[src/design/lr_pkg.sv]
`timescale 1ns / 1ps

package lr_pkg;

    localparam int FIELD_W = 12;
    localparam int COLOUR_W = 8;
    localparam int PITCH_W = 13;
    localparam int ADDR_W = 24;
    localparam int QUEUE_DEPTH = 2;

    localparam logic [PITCH_W-1:0] PITCH_RESET = 13'd320;

    localparam logic KIND_START = 1'b0;
    localparam logic KIND_ADVANCE = 1'b1;

    typedef struct packed {
        logic                kind;
        logic [FIELD_W-1:0]  start_x;
        logic [FIELD_W-1:0]  start_y;
        logic [FIELD_W-1:0]  end_x;
        logic [FIELD_W-1:0]  end_y;
        logic [COLOUR_W-1:0] colour_index;
    } cmd_t;

    typedef struct packed {
        logic [FIELD_W-1:0]  pixel_x;
        logic [FIELD_W-1:0]  pixel_y;
        logic [ADDR_W-1:0]   pixel_address;
        logic [COLOUR_W-1:0] pixel_colour;
        logic                last_pixel;
    } pixel_t;

    // Width of one queued line command for a given coordinate width:
    // kind, five coordinates, two direction flags and the colour.
    function automatic int cmd_entry_bits(input int cw);
        return 5 * cw + 3 + COLOUR_W;
    endfunction

endpackage

[src/design/lr_front.sv]
`timescale 1ns / 1ps

module lr_front #(
    parameter int COORD_BITS = 12
) (
    input  logic                                            cmd_valid,
    input  lr_pkg::cmd_t                                    cmd,
    output logic                                            cmd_stall,
    input  logic                                            q_full,
    output logic                                            push,
    output logic [lr_pkg::cmd_entry_bits(COORD_BITS)-1:0]   entry
);

    typedef logic [COORD_BITS-1:0] coord_t;

    typedef struct packed {
        logic                        is_advance;
        coord_t                      major_pos;
        coord_t                      major_end;
        coord_t                      minor_pos;
        coord_t                      major_delta;
        coord_t                      minor_delta;
        logic                        minor_down;
        logic                        axes_swapped;
        logic [lr_pkg::COLOUR_W-1:0] colour;
    } line_cmd_t;

    coord_t    ax;
    coord_t    ay;
    coord_t    bx;
    coord_t    by;
    coord_t    dx;
    coord_t    dy;
    logic      steep;
    coord_t    p_maj;
    coord_t    p_min;
    coord_t    q_maj;
    coord_t    q_min;
    coord_t    a_maj;
    coord_t    a_min;
    coord_t    b_maj;
    coord_t    b_min;
    line_cmd_t ent;

    assign cmd_stall = q_full;
    assign push      = cmd_valid && !q_full;

    always_comb
    begin
        ax = COORD_BITS'(cmd.start_x);
        ay = COORD_BITS'(cmd.start_y);
        bx = COORD_BITS'(cmd.end_x);
        by = COORD_BITS'(cmd.end_y);
        dx = (ax > bx) ? (ax - bx) : (bx - ax);
        dy = (ay > by) ? (ay - by) : (by - ay);
        steep = dy > dx;

        // put the steeper axis on the major side
        p_maj = steep ? ay : ax;
        p_min = steep ? ax : ay;
        q_maj = steep ? by : bx;
        q_min = steep ? bx : by;

        // order endpoints so the major coordinate counts up
        if (p_maj > q_maj)
        begin
            a_maj = q_maj;
            a_min = q_min;
            b_maj = p_maj;
            b_min = p_min;
        end
        else
        begin
            a_maj = p_maj;
            a_min = p_min;
            b_maj = q_maj;
            b_min = q_min;
        end

        ent.is_advance   = (cmd.kind == lr_pkg::KIND_ADVANCE);
        ent.major_pos    = a_maj;
        ent.major_end    = b_maj;
        ent.minor_pos    = a_min;
        ent.major_delta  = b_maj - a_maj;
        ent.minor_delta  = (a_min > b_min) ? (a_min - b_min) : (b_min - a_min);
        ent.minor_down   = !(a_min < b_min);
        ent.axes_swapped = steep;
        ent.colour       = cmd.colour_index;
    end

    assign entry = ent;

endmodule

[src/design/lr_queue.sv]
`timescale 1ns / 1ps

module lr_queue #(
    parameter int WIDTH = 71
) (
    input  logic             clk,
    input  logic             rst_n,
    input  logic             push,
    input  logic [WIDTH-1:0] push_data,
    output logic             full,
    output logic             valid,
    output logic [WIDTH-1:0] head_data,
    input  logic             pop
);

    localparam int DEPTH = lr_pkg::QUEUE_DEPTH;
    localparam int PW = (DEPTH > 1) ? $clog2(DEPTH) : 1;
    localparam int CW = $clog2(DEPTH + 1);

    logic [WIDTH-1:0] mem [DEPTH];
    logic [PW-1:0]    wr_ptr_reg;
    logic [PW-1:0]    wr_ptr_next;
    logic [PW-1:0]    rd_ptr_reg;
    logic [PW-1:0]    rd_ptr_next;
    logic [CW-1:0]    count_reg;
    logic [CW-1:0]    count_next;
    logic             do_push;
    logic             do_pop;

    assign full      = (count_reg == CW'(DEPTH));
    assign valid     = (count_reg != '0);
    assign head_data = mem[rd_ptr_reg];
    assign do_push   = push && !full;
    assign do_pop    = pop && valid;

    always_comb
    begin
        wr_ptr_next = wr_ptr_reg;
        rd_ptr_next = rd_ptr_reg;
        count_next  = count_reg;
        if (do_push)
        begin
            wr_ptr_next = (wr_ptr_reg == PW'(DEPTH - 1)) ? '0 : wr_ptr_reg + 1'b1;
        end
        if (do_pop)
        begin
            rd_ptr_next = (rd_ptr_reg == PW'(DEPTH - 1)) ? '0 : rd_ptr_reg + 1'b1;
        end
        if (do_push && !do_pop)
        begin
            count_next = count_reg + 1'b1;
        end
        else if (do_pop && !do_push)
        begin
            count_next = count_reg - 1'b1;
        end
    end

    always_ff @(posedge clk or negedge rst_n)
    begin
        if (!rst_n)
        begin
            wr_ptr_reg <= '0;
            rd_ptr_reg <= '0;
            count_reg  <= '0;
        end
        else
        begin
            wr_ptr_reg <= wr_ptr_next;
            rd_ptr_reg <= rd_ptr_next;
            count_reg  <= count_next;
        end
    end

    always_ff @(posedge clk)
    begin
        if (do_push)
        begin
            mem[wr_ptr_reg] <= push_data;
        end
    end

endmodule

[src/design/lr_back.sv]
`timescale 1ns / 1ps

module lr_back #(
    parameter int COORD_BITS = 12
) (
    input  logic                                          clk,
    input  logic                                          rst_n,
    input  logic [lr_pkg::PITCH_W-1:0]                    line_pitch,
    input  logic                                          q_valid,
    input  logic [lr_pkg::cmd_entry_bits(COORD_BITS)-1:0] q_entry,
    output logic                                          q_pop,
    output logic                                          pix_valid,
    input  logic                                          pix_stall,
    output lr_pkg::pixel_t                                pix
);

    localparam int EW = COORD_BITS + 2;
    localparam int AW = lr_pkg::FIELD_W + lr_pkg::PITCH_W;

    typedef logic [COORD_BITS-1:0] coord_t;

    typedef struct packed {
        logic                        is_advance;
        coord_t                      major_pos;
        coord_t                      major_end;
        coord_t                      minor_pos;
        coord_t                      major_delta;
        coord_t                      minor_delta;
        logic                        minor_down;
        logic                        axes_swapped;
        logic [lr_pkg::COLOUR_W-1:0] colour;
    } line_cmd_t;

    line_cmd_t                        head;
    coord_t                           major_pos_reg;
    coord_t                           major_pos_next;
    coord_t                           major_end_reg;
    coord_t                           minor_pos_reg;
    coord_t                           minor_pos_next;
    coord_t                           major_delta_reg;
    coord_t                           minor_delta_reg;
    logic                             minor_down_reg;
    logic                             axes_swapped_reg;
    logic [lr_pkg::COLOUR_W-1:0]      colour_reg;
    logic                             active_reg;
    logic                             active_next;
    logic signed [EW-1:0]             error_reg;
    logic signed [EW-1:0]             error_next;
    logic signed [EW-1:0]             err_sum;
    logic signed [EW:0]               err_twice;
    logic signed [EW:0]               major_ext;
    logic                             minor_step;
    logic                             last;
    coord_t                           px;
    coord_t                           py;
    logic [lr_pkg::FIELD_W-1:0]       pix_x;
    logic [lr_pkg::FIELD_W-1:0]       pix_y;
    logic [lr_pkg::FIELD_W+lr_pkg::PITCH_W-1:0] row_base;
    logic [lr_pkg::FIELD_W+lr_pkg::PITCH_W-1:0] addr_sum;
    logic                             out_ready;
    logic                             draw;
    logic                             out_valid_reg;
    lr_pkg::pixel_t                   out_reg;

    assign head      = q_entry;
    assign out_ready = !out_valid_reg || !pix_stall;

    // a start or a dropped advance needs no output slot
    assign q_pop = q_valid && (!head.is_advance || !active_reg || out_ready);
    assign draw  = q_pop && head.is_advance && active_reg;

    always_comb
    begin
        px   = axes_swapped_reg ? minor_pos_reg : major_pos_reg;
        py   = axes_swapped_reg ? major_pos_reg : minor_pos_reg;
        last = (major_pos_reg == major_end_reg);

        err_sum    = error_reg + $signed(EW'(minor_delta_reg));
        err_twice  = {err_sum, 1'b0};
        major_ext  = $signed((EW + 1)'(major_delta_reg));
        minor_step = (err_twice >= major_ext);

        minor_pos_next = minor_pos_reg;
        error_next     = err_sum;
        if (minor_step)
        begin
            minor_pos_next = minor_down_reg ? minor_pos_reg - 1'b1 : minor_pos_reg + 1'b1;
            error_next     = err_sum - $signed(EW'(major_delta_reg));
        end
        major_pos_next = last ? major_pos_reg : major_pos_reg + 1'b1;
        active_next    = !last;

        pix_x    = lr_pkg::FIELD_W'(px);
        pix_y    = lr_pkg::FIELD_W'(py);
        row_base = AW'(pix_y) * AW'(line_pitch);
        addr_sum = row_base + AW'(pix_x);
    end

    always_ff @(posedge clk or negedge rst_n)
    begin
        if (!rst_n)
        begin
            major_pos_reg    <= '0;
            major_end_reg    <= '0;
            minor_pos_reg    <= '0;
            major_delta_reg  <= '0;
            minor_delta_reg  <= '0;
            minor_down_reg   <= 1'b0;
            axes_swapped_reg <= 1'b0;
            colour_reg       <= '0;
            error_reg        <= '0;
            active_reg       <= 1'b0;
            out_valid_reg    <= 1'b0;
        end
        else
        begin
            if (q_pop && !head.is_advance)
            begin
                major_pos_reg    <= head.major_pos;
                major_end_reg    <= head.major_end;
                minor_pos_reg    <= head.minor_pos;
                major_delta_reg  <= head.major_delta;
                minor_delta_reg  <= head.minor_delta;
                minor_down_reg   <= head.minor_down;
                axes_swapped_reg <= head.axes_swapped;
                colour_reg       <= head.colour;
                error_reg        <= '0;
                active_reg       <= 1'b1;
            end
            else if (draw)
            begin
                major_pos_reg <= major_pos_next;
                minor_pos_reg <= minor_pos_next;
                error_reg     <= error_next;
                active_reg    <= active_next;
            end

            if (draw)
            begin
                out_valid_reg <= 1'b1;
            end
            else if (!pix_stall)
            begin
                out_valid_reg <= 1'b0;
            end
        end
    end

    always_ff @(posedge clk)
    begin
        if (draw)
        begin
            out_reg.pixel_x       <= pix_x;
            out_reg.pixel_y       <= pix_y;
            out_reg.pixel_address <= lr_pkg::ADDR_W'(addr_sum);
            out_reg.pixel_colour  <= colour_reg;
            out_reg.last_pixel    <= last;
        end
    end

    assign pix_valid = out_valid_reg;
    assign pix       = out_reg;

endmodule

[src/design/line_rasterizer.sv]
`timescale 1ns / 1ps

// Bresenham line rasterizer for an 8-bit indexed framebuffer.
// Command channel (cmd_valid / cmd_stall / cmd): kind start loads two
// endpoints and a colour and replaces any line in progress; kind advance
// emits the next pixel of the current line, or nothing when no line is open.
// Pixel channel (pix_valid / pix_stall / pix): column, row, byte address
// row * pitch + column (low 24 bits), colour, and a flag on the final pixel.
// Pitch is written through cfg_wr_en / cfg_wr_data while the block is idle.
// An accepted item is written into a two-entry command queue; when it reaches
// the head, the back end takes it and registers its pixel for the pixel channel.
// While pix_stall is low one item per cycle is sustained: line setup is done in
// the front path on the way into the queue, and the back end updates position
// and error term and forms the address with a single 12x13 multiply each cycle.
// While pix_stall is high the pending pixel holds; starts and dropped
// advances still drain, and the queue absorbs up to two further items
// before cmd_stall rises.
// Reset clears the queue, closes any line, empties the output register and
// sets the pitch to 320.
module line_rasterizer #(
    parameter int COORD_BITS = 12
) (
    input  logic                       clk,
    input  logic                       rst_n,
    input  logic                       cfg_wr_en,
    input  logic [lr_pkg::PITCH_W-1:0] cfg_wr_data,
    input  logic                       cmd_valid,
    output logic                       cmd_stall,
    input  lr_pkg::cmd_t               cmd,
    output logic                       pix_valid,
    input  logic                       pix_stall,
    output lr_pkg::pixel_t             pix
);

    localparam int QW = lr_pkg::cmd_entry_bits(COORD_BITS);

    logic [lr_pkg::PITCH_W-1:0] line_pitch_reg;
    logic                       q_push;
    logic [QW-1:0]              q_push_data;
    logic                       q_full;
    logic                       q_valid;
    logic [QW-1:0]              q_head;
    logic                       q_pop;

    always_ff @(posedge clk or negedge rst_n)
    begin
        if (!rst_n)
        begin
            line_pitch_reg <= lr_pkg::PITCH_RESET;
        end
        else if (cfg_wr_en)
        begin
            line_pitch_reg <= cfg_wr_data;
        end
    end

    lr_front #(
        .COORD_BITS (COORD_BITS)
    ) u_front (
        .cmd_valid (cmd_valid),
        .cmd       (cmd),
        .cmd_stall (cmd_stall),
        .q_full    (q_full),
        .push      (q_push),
        .entry     (q_push_data)
    );

    lr_queue #(
        .WIDTH (QW)
    ) u_queue (
        .clk       (clk),
        .rst_n     (rst_n),
        .push      (q_push),
        .push_data (q_push_data),
        .full      (q_full),
        .valid     (q_valid),
        .head_data (q_head),
        .pop       (q_pop)
    );

    lr_back #(
        .COORD_BITS (COORD_BITS)
    ) u_back (
        .clk        (clk),
        .rst_n      (rst_n),
        .line_pitch (line_pitch_reg),
        .q_valid    (q_valid),
        .q_entry    (q_head),
        .q_pop      (q_pop),
        .pix_valid  (pix_valid),
        .pix_stall  (pix_stall),
        .pix        (pix)
    );

`ifndef SYNTHESIS
    // the back end never takes from an empty queue
    a_no_underflow: assert property (@(posedge clk) disable iff (!rst_n)
        q_pop |-> q_valid)
        else $error("command taken from empty queue");

    // a new pixel only appears after a queued command was available
    a_pixel_source: assert property (@(posedge clk) disable iff (!rst_n)
        $rose(pix_valid) |-> $past(q_valid))
        else $error("pixel emitted without a queued command");

    // with the pixel side free, a full queue frees an entry by the next cycle
    a_stall_clears: assert property (@(posedge clk) disable iff (!rst_n)
        (cmd_stall && !pix_stall) |=> !cmd_stall)
        else $error("command stall held with free output");
`endif

endmodule

[config.mk]
export PLATFORM = sky130hd
export DESIGN_NAME = line_rasterizer
export DESIGN_NICKNAME = d
export VERILOG_FILES = /design/src/design/lr_pkg.sv /design/src/design/lr_front.sv /design/src/design/lr_queue.sv /design/src/design/lr_back.sv /design/src/design/line_rasterizer.sv
export SDC_FILE = /design/constraint.sdc
export NUM_CORES = 1
export LEC_CHECK = 0
export BUFFER_PORTS_ARGS = -buffer_cell sky130_fd_sc_hd__buf_2
export CORE_MARGIN = 4
export CORE_UTILIZATION = 50
export CTS_BUF_LIST = sky130_fd_sc_hd__clkbuf_4 sky130_fd_sc_hd__clkbuf_8
export DETAILED_ROUTE_END_ITERATION = 16
export GPL_TIMING_DRIVEN = 0
export PLACE_DENSITY = 0.67
export SYNTH_ARGS = -nofsm -noshare
export SYNTH_HDL_FRONTEND = slang
export SYNTH_SLANG_ARGS = --single-unit
[constraint.sdc]
create_clock -name clk -period 11.99 [get_ports clk]
set_input_delay 0.5995 -clock clk [delete_from_list [all_inputs] [get_ports clk]]
set_output_delay 0.5995 -clock clk [all_outputs]
set_load 0.01 [all_outputs]
---- After elaboration in Yosys (flattened, before gate mapping) ----
Memories as Yosys holds them, arrays and structs flattened.
Index checks and enable logic that the tools add are counted.
storage, ports and cells
  memory bits (writable) .................. 142
  memories kept ........................... 1
  output and inout bits ................... 59
  register bits ........................... 160
cells by class
  multiplexer cells ....................... 33
  equality and inequality tests ........... 4
  add/sub/neg operators ................... 17
  multipliers ............................. 1
  reduce and logical (&&, ||, !) cells .... 27
  order comparisons ....................... 7
memories
  memory       depth  bits a word  rd ports  clocked after Yosys merged registers in  wr ports  line            source
  u_queue.mem  2      71           1         0                                        1         lr_queue.sv:20  logic [WIDTH-1:0] mem [DEPTH];
operators with widths
  cell                                                                     number
  12-bit 2-to-1 mux                                                        20
  12-bit subtractor                                                        7
  12-bit greater-than comparator                                           5
  14-bit 2-to-1 mux                                                        3
  12-bit by 1-bit adder with 12-bit output, second input constant          2
  24-bit by 12-bit adder with 24-bit output                                1
  12-bit by 13-bit multiplier with 24-bit output                           1
  15-bit by 13-bit >= comparator with 1-bit output                         1
  14-bit by 13-bit adder with 14-bit output                                1
  14-bit by 13-bit subtractor with 14-bit output                           1
  12-bit == test                                                           1
  12-bit < comparator                                                      1
  12-bit by 1-bit subtractor with 12-bit output, second input constant     1
  1-bit logical AND                                                        9
  1-bit logical NOT                                                        9
  1-bit 2-to-1 mux                                                         8
  2-bit nonzero test                                                       4
  2-bit 2-to-1 mux                                                         2
  2-bit AND reduction                                                      2
  1-bit logical OR                                                         3
  1-bit adder, second input constant                                       2
  2-bit by 1-bit adder with 2-bit output, second input constant            1
  2-bit == test, second input constant                                     1
  2-bit by 1-bit inequality test with 1-bit output, second input constant  1
  other kinds (2)                                                          2

---- Longest topological paths before layout ----
Gate-level depths: netlist of run 1.
An unclocked memory read counts as a cell.
  depth in word-level cells ............... 9
  gate-level depth with buffers ........... 62

---- Modules after synthesis ----
From an unflattened synthesis of run 1, not the netlist that was laid out.
second synthesis, totals
  cells, all modules ...................... 2538
  area, all modules ....................... 25301.8 um^2
by module, submodules not included
  module           cells an instance  area each (um^2)  instances  seq. area each (um^2)
  lr_back          1413               13173.9           1          3863.7
  lr_front         858                5930.7            1          0.0
  lr_queue         240                5674.2            1          4364.2
  line_rasterizer  27                 523.0             1          327.8

---- Worst setup path before layout of run 1 ----
Ideal clock, no wire load.
  path kind ............................... input to register
  from .................................... input port cmd[44] (netlist bit)
  to ...................................... memory u_queue.mem[0][20], data pin
  stages .................................. 57
  arrival time ............................ 11.864 ns
  slack ................................... -0.046 ns
  cell sequence ........................... inv_1 ha_1 inv_1 fa_1 a21o_1 a21o_1 a21o_1 a21o_1 a21o_1 a21oi_1 o22ai_1 o31ai_2 mux2_2 nor4_1 o31ai_1 a21oi_1 xor2_1 ha_1 (+21 left out) a21oi_1 mux2i_1 inv_1 fa_1 a21o_1 a21o_1 a21oi_1 o21bai_1 a21o_1 a21oi_1 o21ai_0 a21oi_1 nor2_1 clkbuf_1 mux2i_1 mux2i_1 o31ai_1 nor3_1
on the way
  longest elaborated chain between the ends .. 8
  elaborated cells on any way between the ends .. 16
  classes of those cells .................. add/sub (4); order compare (4); mux (8)
ends and longest elaborated chain
  item                                                                        line                            source
  start: declaration                                                          line_rasterizer.sv:29           input lr_pkg::cmd_t cmd,
  12-bit subtractor / 12-bit greater-than comparator (equally long branches)  lr_front.sv:54                  dx = (ax > bx) ? (ax - bx) : (bx - ax);
  12-bit 2-to-1 mux                                                           lr_front.sv:54
  12-bit greater-than comparator                                              lr_front.sv:56                  steep = dy > dx;
  12-bit 2-to-1 mux (on tied branches)                                        lr_front.sv:59, lr_front.sv:61
  12-bit greater-than comparator                                              lr_front.sv:65                  if (p_maj > q_maj)
  12-bit 2-to-1 mux                                                           lr_front.sv:65
  12-bit subtractor / 12-bit greater-than comparator (equally long branches)  lr_front.sv:85                  ent.minor_delta = (a_min > b_min) ? (a_min - b_min) : (b_min - a_min);
  12-bit 2-to-1 mux (*)                                                       lr_front.sv:85
  named net q_push_data[20]                                                   line_rasterizer.sv:39           logic [QW-1:0] q_push_data;
  end: declaration                                                            lr_queue.sv:20
The timed path passes the listed nets; every way through them passes the cells marked *.

---- Final worst setup path of run 1 ----
  from .................................... input port cmd[44] (netlist bit)
  to ...................................... memory u_queue.mem[1][20], data pin
The elaborated chain is that of the path after synthesis.

==> results of run 1 <==
==> per-layer routing <==
metal	track usage (%)	part of all wire [%]	vias to the layer above	wire length, um
met1	35.1	45	8705	28300
met3	3.16	5.2	108	3310
met5	0	0	-	0
li1	-	-	8594	-
met4	7.19	2.9	0	1820
met2	41.0	47	548	29800
==> synth_stat cells, drive strengths merged, types with 3 or more instances <==
cell	count	share of area [%]
mux2	52	2.5
xnor2	86	3.2
a21o	47	1.5
nand2	280	4.4
o31ai	10	0.34
and2	59	1.6
nor2	114	1.8
o31a	6	0.22
nor2b	24	0.63
xor2	27	1.0
a211oi	20	0.63
a221oi	3	0.14
fa	129	11
o21a	14	0.44
and3	8	0.21
inv	272	4.3
a21oi	153	3.3
edfxtp	199	25
nand2b	15	0.40
o211ai	8	0.27
o21ai	141	3.0
nor3	30	0.63
mux2i	128	5.4
o22ai	3	0.079
a31o	3	0.11
dfrtp	101	11
ha	207	11
buf	22	0.42
clkbuf	87	1.4
nor3b	4	0.13
a2111oi	4	0.17
o221ai	11	0.41
o21bai	25	0.79
nand3	16	0.34
nand4	22	0.58
or3	8	0.21
a31oi	13	0.37
a21boi	9	0.29
==> cell families after synthesis <==
group,count (synthesis),share of synthesized area (%)
and+or+nand+nor,588,11.2
AOI/OAI and AO/OA,487,12.7
buffers and inverters,381,6.11
adders and majority gates,337,21.9
DFF,302,36.1
muxes,180,7.88
xor gates and xnor gates,113,4.18
==> path summary, 6_finish.rpt <==
path	startpoint	end
min in group clk	cmd[7]	u_queue.mem[1][7]
max in group asynchronous	rst_n	line_pitch_reg[6]
max	cmd[44]	u_queue.mem[1][20]
min reg2reg	u_back.colour_reg[3]	u_back.pix[4]
min	rst_n	u_back.major_delta_reg[2]
max reg2reg	u_back.axes_swapped_reg	u_back.pix[31]
==> repair_timing <==
item                                    in CTS  in global routing
gates resized for setup                     60                 13
hold buffers                                 0                  0
endpoints found under the setup margin      24                 22
pin swaps                                    5                  5
gates cloned                                 0                  1
setup buffers                               13                  1
==> worst reg2reg max path: cells and delay by family (launching register included) <==
| kind | cells | cell delay (ns) |
|---|---|---|
| buf+inv | 9 | 1.34 |
| flops | 1 | 0.35 |
| compound gates | 10 | 3.03 |
| fa+ha+maj | 6 | 2.69 |
| simple gates | 2 | 0.26 |
| xor+xnor | 1 | 0.08 |
==> through the flow <==
stage                     area (um2)  setup WS (ns)  instances  setup TNS [ns]
final                          26600          0.521       3234               0
after global routing           26600        -0.0227       3233         -0.0851
after CTS                      26500         0.0230       3234               0
after detailed placement       25300          -3.95       3133          -74.12
after global placement         25100          -3.79       3128          -69.74
after floorplan                23700         0.0966       2388               0
==> layout make-up <==
type	count	area [um2]	area share [%]
Timing Repair Buffer	153	926	3.48
Clock inverter	25	135	0.508
Buffer	103	459	1.73
Sequential cell	302	8560	32.2
Inverter	272	1020	3.84
Multi-Input combinational cell	1705	13900	52.3
Antenna cell	1	2.50	0.00941
Tap cell	607	759	2.86
Clock buffer	66	815	3.06
==> impl_metrics.toml, run 1 <==
[yosys]
synth-main-ff-cell = "edfxtp_1"
synth_edf_count = 199
ys_seq_elements = 302
syn-num-nets = 2799
ys_seq_area_share_pct = 36.1
synth_warnings = 0
syn_area_um2 = 23700
syn_inst = 2388
async_flop_share_pct = 34.1
synth_area_per_cell_um2 = 9.93
synthDistinctLibCells = 68

[global_route]
grt.total_usage_pct = 25.0
antenna_found_initial = 0
first_global_vias = 18200
grt_pass1_wl_mm = 100
grt_max_degree = 57
grt_overflow = 0

[sta]
finalCriticalPeriod_ns = 11.47
max_freq_mhz = 87.2
final-max-slew-violation-count = 0
finalClockSkew_ns = 0.0214
slew_headroom_pct = 28.0
fin_crit_sh_pct = 95.7
worstMarginPinSlew_ns = 1.05
setup_viol = 0
hold_ws_ns = 0.0377
finalHoldViolations = 0

[floorplanning]
die_area_um2 = 51000
row_count = 79
die_y_um = 226
die_w_um = 226
start_util_pct = 50.7
ioPinCount = 134
core_um2 = 46800

[critical_path]
setup.worst_path.class = "primary input to register"
crit_path_start_kind = "primary input"
critPathMaxFanout = 17
ff2ff_setup_slack_ns = 4.01
cp_slowest_cell = "or4_1"
path_buf_inv = 12
crit_top_cell = "a21o_1"
cpPeakStageDelay_ns = 0.48
crit_cells = 55
critPathRequiredTime_ns = 12.37
cpLargestDelayFamily = "compound AO/OA/AOI/OAI gates"
arrival_ns = 11.84
critPathCaptureType = "register"
r2r_cells = 28

[placed_design]
place.gp.congestion = 0.986
dp.final_hpwl_mm = 50.7
port_buffers = 133

[clock_network]
cts_max_level = 2
worstSkewPairLatency_ns = 0.64
clock-sinks = 302
cts_made_buffers = 49
clock_path_buffers = 3
cts_tree = "done"
path_clk_slew_ns = 0.06
cts_root_buffer = "clkbuf_8"

[run_status]
status = "completed"

[route]
vias = 18000
drt_wl_total_mm = 63.3
wire_per_inst_um = 19.6
dr.pass1.iters = 5
ant_nets = 0
drt_iter0_drc = 1155
drc = 0
via_per_inst = 5.55

[cells_and_area]
layout.nets = 2997
drive_gt1_share_pct = 13.3
fillCellCount = 4070
area_delta_synth_final_pct = 12.2
final_cell_mix = "280 x nand2_1, 271 x inv_1, 205 x ha_1"
final_core_util_pct = 56.9
final_common_cell = "nand2_1"
largest_reg_flops = 142

[flow_run]
maxCapViolations = 0

[worst_hold_path]
hold_class = "primary input to async pin"
Power of run 1 is not shown: default switching activity piles up to over one toggle a cycle in this logic, so the estimate is an artifact.
==> run 2: changes to the inputs <==
clock period = 14.6 ns   (was 11.99 ns; I/O delays follow)
==> impl_metrics.toml, run 2 (synthesized netlist as in run 1, its figures left out) <==
[run_status]
status = "completed"

[cells_and_area]
layout.nets = 2988
drive_gt1_share_pct = 12.0
largest_reg_flops = 142
fillCellCount = 4170
final_cell_mix = "280 x nand2_1, 271 x inv_1, 207 x ha_1"
final_common_cell = "nand2_1"
area_delta_synth_final_pct = 11.2
fin_cells = 3226

[flow_run]
maxCapViolations = 0

[critical_path]
endpoint = "u_queue.mem[1][20]"
crit_top_cell = "a21o_1"
r2r-start = "u_back.axes_swapped_reg"
cp_slowest_cell = "a2111oi_0"
setup.worst_path.class = "primary input to register"
critPathMaxFanout = 19
arrival_ns = 14.10
critPathRequiredTime_ns = 14.95
worst_r2r_endpoint = "u_back.pix[31]"
cpPeakStageDelay_ns = 0.68
r2r_cells = 28
ff2ff_setup_slack_ns = 6.48
critPathCaptureType = "register"
crit_path_start_kind = "primary input"
critPathLaunch = "cmd[44]"

[floorplanning]
die_w_um = 226
row_count = 79
core_um2 = 46800
ioPinCount = 134
die_y_um = 226
die_area_um2 = 51000
start_util_pct = 50.7

[route]
ant_nets = 0
dr.pass1.iters = 5
drc = 0
wire_per_inst_um = 19.7
via_per_inst = 5.56
drt_iter0_drc = 1341
vias = 17900
drt_wl_total_mm = 63.5

[clock_network]
cts_tree = "done"
cts_root_buffer = "clkbuf_8"
path_clk_slew_ns = 0.06
clock_path_buffers = 3
cts_max_level = 2
worstSkewPairLatency_ns = 0.63
cts_made_buffers = 50
clock-sinks = 302

[global_route]
grt_max_degree = 56
grt_pass1_wl_mm = 99.9
grt.total_usage_pct = 25.0
antenna_found_initial = 0
grt_overflow = 0
first_global_vias = 18100

[sta]
slew_headroom_pct = 28.3
fin_crit_sh_pct = 94.2
max_freq_mhz = 72.7
rsz0062_at_grt = "false"
worstMarginPinSlew_ns = 1.05
finalHoldViolations = 0
setup_viol = 0
final-max-slew-violation-count = 0
finalClockSkew_ns = 0.0204
finalCriticalPeriod_ns = 13.75

[worst_hold_path]
hold_class = "primary input to async pin"

[placed_design]
dp.cells = 3133
dp.final_hpwl_mm = 50.6
place.gp.congestion = 1.02
port_buffers = 133
run 2: changes by cell type in the layout (fill, tap and decap cells not counted), moves of 3 or more:
cell and delta:
clkbuf_2 +7, clkbuf_1 +3, a21oi_1 +9, clkinv_1 -8, a21oi_2 -9, mux2i_1 +9
clkbuf_4 +3, mux2i_2 -9, buf_4 -15
run 2: what timing repair did:
action | in CTS | in global routing
resized for setup | 6 | 17
pin swaps | 0 | 1
setup buffers | 0 | 0
hold buffers | 0 | 0
gates cloned | 0 | 0
setup endpoints to repair | 8 | 22
run 2: cell type report:
type	instances	area (um2)	share of cell area [%]
multi-input cells	1705	13800	52.2
flip-flops and latches	302	8560	32.4
well taps	607	759	2.88
diodes	1	2.50	0.00949
clock inverters	20	169	0.641
repair buffers	138	776	2.94
plain buffers	108	437	1.66
inverters	272	1020	3.87
clock buffers	73	892	3.38
run 2: how the worst min path moves through the flow:
stage                               from                        end  slack, ns  depth (start not counted)
global route                       rst_n  u_back.major_delta_reg[1]       0.14                          1
global placement    u_back.colour_reg[6]              u_back.pix[7]       0.43                          0
finish                             rst_n  u_back.major_delta_reg[1]       0.12                          1
detailed placement  u_back.colour_reg[7]              u_back.pix[8]       0.43                          0
CTS                                rst_n  u_back.major_delta_reg[1]       0.11                          1
floorplan           u_back.colour_reg[0]              u_back.pix[1]       0.42                          0
run 2: worst max-delay path: cells and delay by family:
kind                       cells  cell delay [ns]
AOI/OAI and AO/OA             25             6.23
buffers and inverters         13             3.07
adders and majority gates      5             1.67
and+or+nand+nor               10             1.48
muxes                          2             0.69
xor gates and xnor gates       1             0.20
run 2: per-layer routing:
layer	vias up	share of wire (%)	track usage, %
met3	109	6.0	3.91
met4	0	3.6	9.33
met5	-	0	0
met1	8680	44	34.8
met2	569	46	40.0
li1	8572	-	-
run 2: stage by stage:
stage	util (%)	area [um2]	setup WS (ns)	TNS (ns)	hold WS, ns
3_5_place_dp	54.0	25300	-1.54	-15.95	0.433
6_report	56.4	26400	0.847	0	0.120
4_1_cts	56.3	26300	0.0861	0	0.105
2_1_floorplan	-	23700	2.43	0	0.425
5_1_grt	56.4	26400	0.0725	0	0.145
3_3_place_gp	53.7	25100	-1.48	-14.83	0.431
Power of run 2 is left out for the same reason.
==> run 3: changes to the inputs <==
MAX_ROUTING_LAYER = met4   (was unset)
PLACE_DENSITY = 0.64   (was 0.67)
==> impl_metrics.toml, run 3 (synthesized netlist as in run 1, its figures left out) <==
[sta]
rsz0062_at_grt = "false"
setup_viol = 0
worstMarginPinSlew_ns = 1.02
fin_crit_sh_pct = 95.6
finalCriticalPeriod_ns = 13.95
slew_headroom_pct = 30.4
final-max-slew-violation-count = 0
finalHoldViolations = 0
max_freq_mhz = 71.7
finalClockSkew_ns = 0.0303

[clock_network]
clock_path_buffers = 3
path_clk_slew_ns = 0.06
cts_root_buffer = "clkbuf_8"
post-cts-setup-buffers = 0
cts_tree = "done"
worstSkewPairLatency_ns = 0.66
cts_hold_buf = 0
cts_max_level = 2
clock-sinks = 302
cts_made_buffers = 52

[worst_hold_path]
hold_class = "primary input to async pin"

[route]
drt_wl_total_mm = 66.2
dr.pass1.iters = 6
wire_per_inst_um = 20.5
ant_nets = 0
drc = 0
via_per_inst = 5.56
drt_iter0_drc = 1297
vias = 18000

[critical_path]
critPathMaxFanout = 10
path_buf_inv = 13
setup.worst_path.class = "primary input to register"
cpPeakStageDelay_ns = 0.44
critPathCaptureType = "register"
cpLargestDelayFamily = "compound AO/OA/AOI/OAI gates"
arrival_ns = 14.32
crit_path_start_kind = "primary input"
cp_slowest_cell = "fa_1"
crit_top_cell = "a21o_1"
critPathRequiredTime_ns = 14.97

[placed_design]
dp.final_hpwl_mm = 53.0
place.gp.congestion = 0.956
dp.cells = 3133
port_buffers = 133

[cells_and_area]
layout.nets = 2990
final_core_util_pct = 56.6
area_delta_synth_final_pct = 11.7
final_common_cell = "nand2_1"
drive_gt1_share_pct = 12.0
largest_reg_flops = 142
fin_cells = 3232
final_cell_mix = "280 x nand2_1, 271 x inv_1, 207 x ha_1"

[floorplanning]
start_util_pct = 50.7
die_w_um = 226
ioPinCount = 134
core_um2 = 46800
row_count = 79
die_y_um = 226
die_area_um2 = 51000

[global_route]
grt_max_degree = 58
antenna_found_initial = 2
grt.total_usage_pct = 27.0
first_global_vias = 18500
grt_overflow = 0
grt_pass1_wl_mm = 104

[run_status]
status = "completed"

[flow_run]
maxCapViolations = 0
-- run 3: cell types whose count changed in the layout (fill, tap and decap cells not counted), moves of 3 or more --
cell	change
clkinv_2	-3
clkbuf_8	+9
clkbuf_4	-7
clkinv_1	+5
-- run 3: what timing repair did --
| action | CTS | global route |
|---|---|---|
| hold endpoints to repair | 0 | 0 |
| endpoints found under the setup margin | 22 | 19 |
| pin swaps | 0 | 1 |
| gates resized for setup | 7 | 17 |
-- run 3: worst paths after layout --
check,from,end,slack (ns),cells past startpoint
setup / recovery,cmd[44],u_queue.mem[0][20],0.65,56
hold / removal,rst_n,u_back.major_delta_reg[10],0.11,1
setup reg to reg,u_back.axes_swapped_reg,u_back.pix[31],6.43,28
hold reg to reg,u_back.colour_reg[6],u_back.pix[7],0.44,0
max in group asynchronous,rst_n,line_pitch_reg[6],13.68,2
min in group clk,cmd[2],u_queue.mem[1][2],0.26,1
-- run 3: metal layers --
layer / up-vias / GRT usage [%] / share of wire, % / routed length, um
met5: - / - / 0 / 0
met4: 0 / 8.71 / 3.3 / 2200
met3: 114 / 3.80 / 5.4 / 3570
met2: 522 / 42.3 / 46 / 30300
met1: 8746 / 36.6 / 45 / 30100
li1: 8582 / - / - / -
-- run 3: per-stage QoR --
step | cell area, um2 | setup slack (ns) | hold WS, ns | TNS, ns
final | 26500 | 0.648 | 0.110 | 0
after global routing | 26500 | 0.0244 | 0.128 | 0
after CTS | 26400 | 0.231 | 0.0874 | 0
after detailed placement | 25300 | -1.92 | 0.430 | -23.69
after global placement | 25100 | -1.93 | 0.431 | -24.25
after floorplan | 23700 | 2.43 | 0.425 | 0
-- run 3: worst register-to-register path, delay by kind of cell, from the launching register on --
family                     cells  cell delay, ns
AOI/OAI and AO/OA             10            3.11
buffers and inverters          9            1.38
adders and majority gates      6            2.69
xor gates and xnor gates       1            0.08
DFF                            1            0.36
and+or+nand+nor                2            0.27
-- run 3: layout make-up --
cell class                      count  area (um2)
Clock buffer                       74         956
Inverter                          272        1020
Timing Repair Buffer              138         776
Antenna cell                        2        5.00
Fill cell                        4133       20300
Multi-Input combinational cell   1705       13700
Tap cell                          607         759
Sequential cell                   302        8560
Clock inverter                     24         211
Buffer                            108         439
Power of run 3 is left out for the same reason.
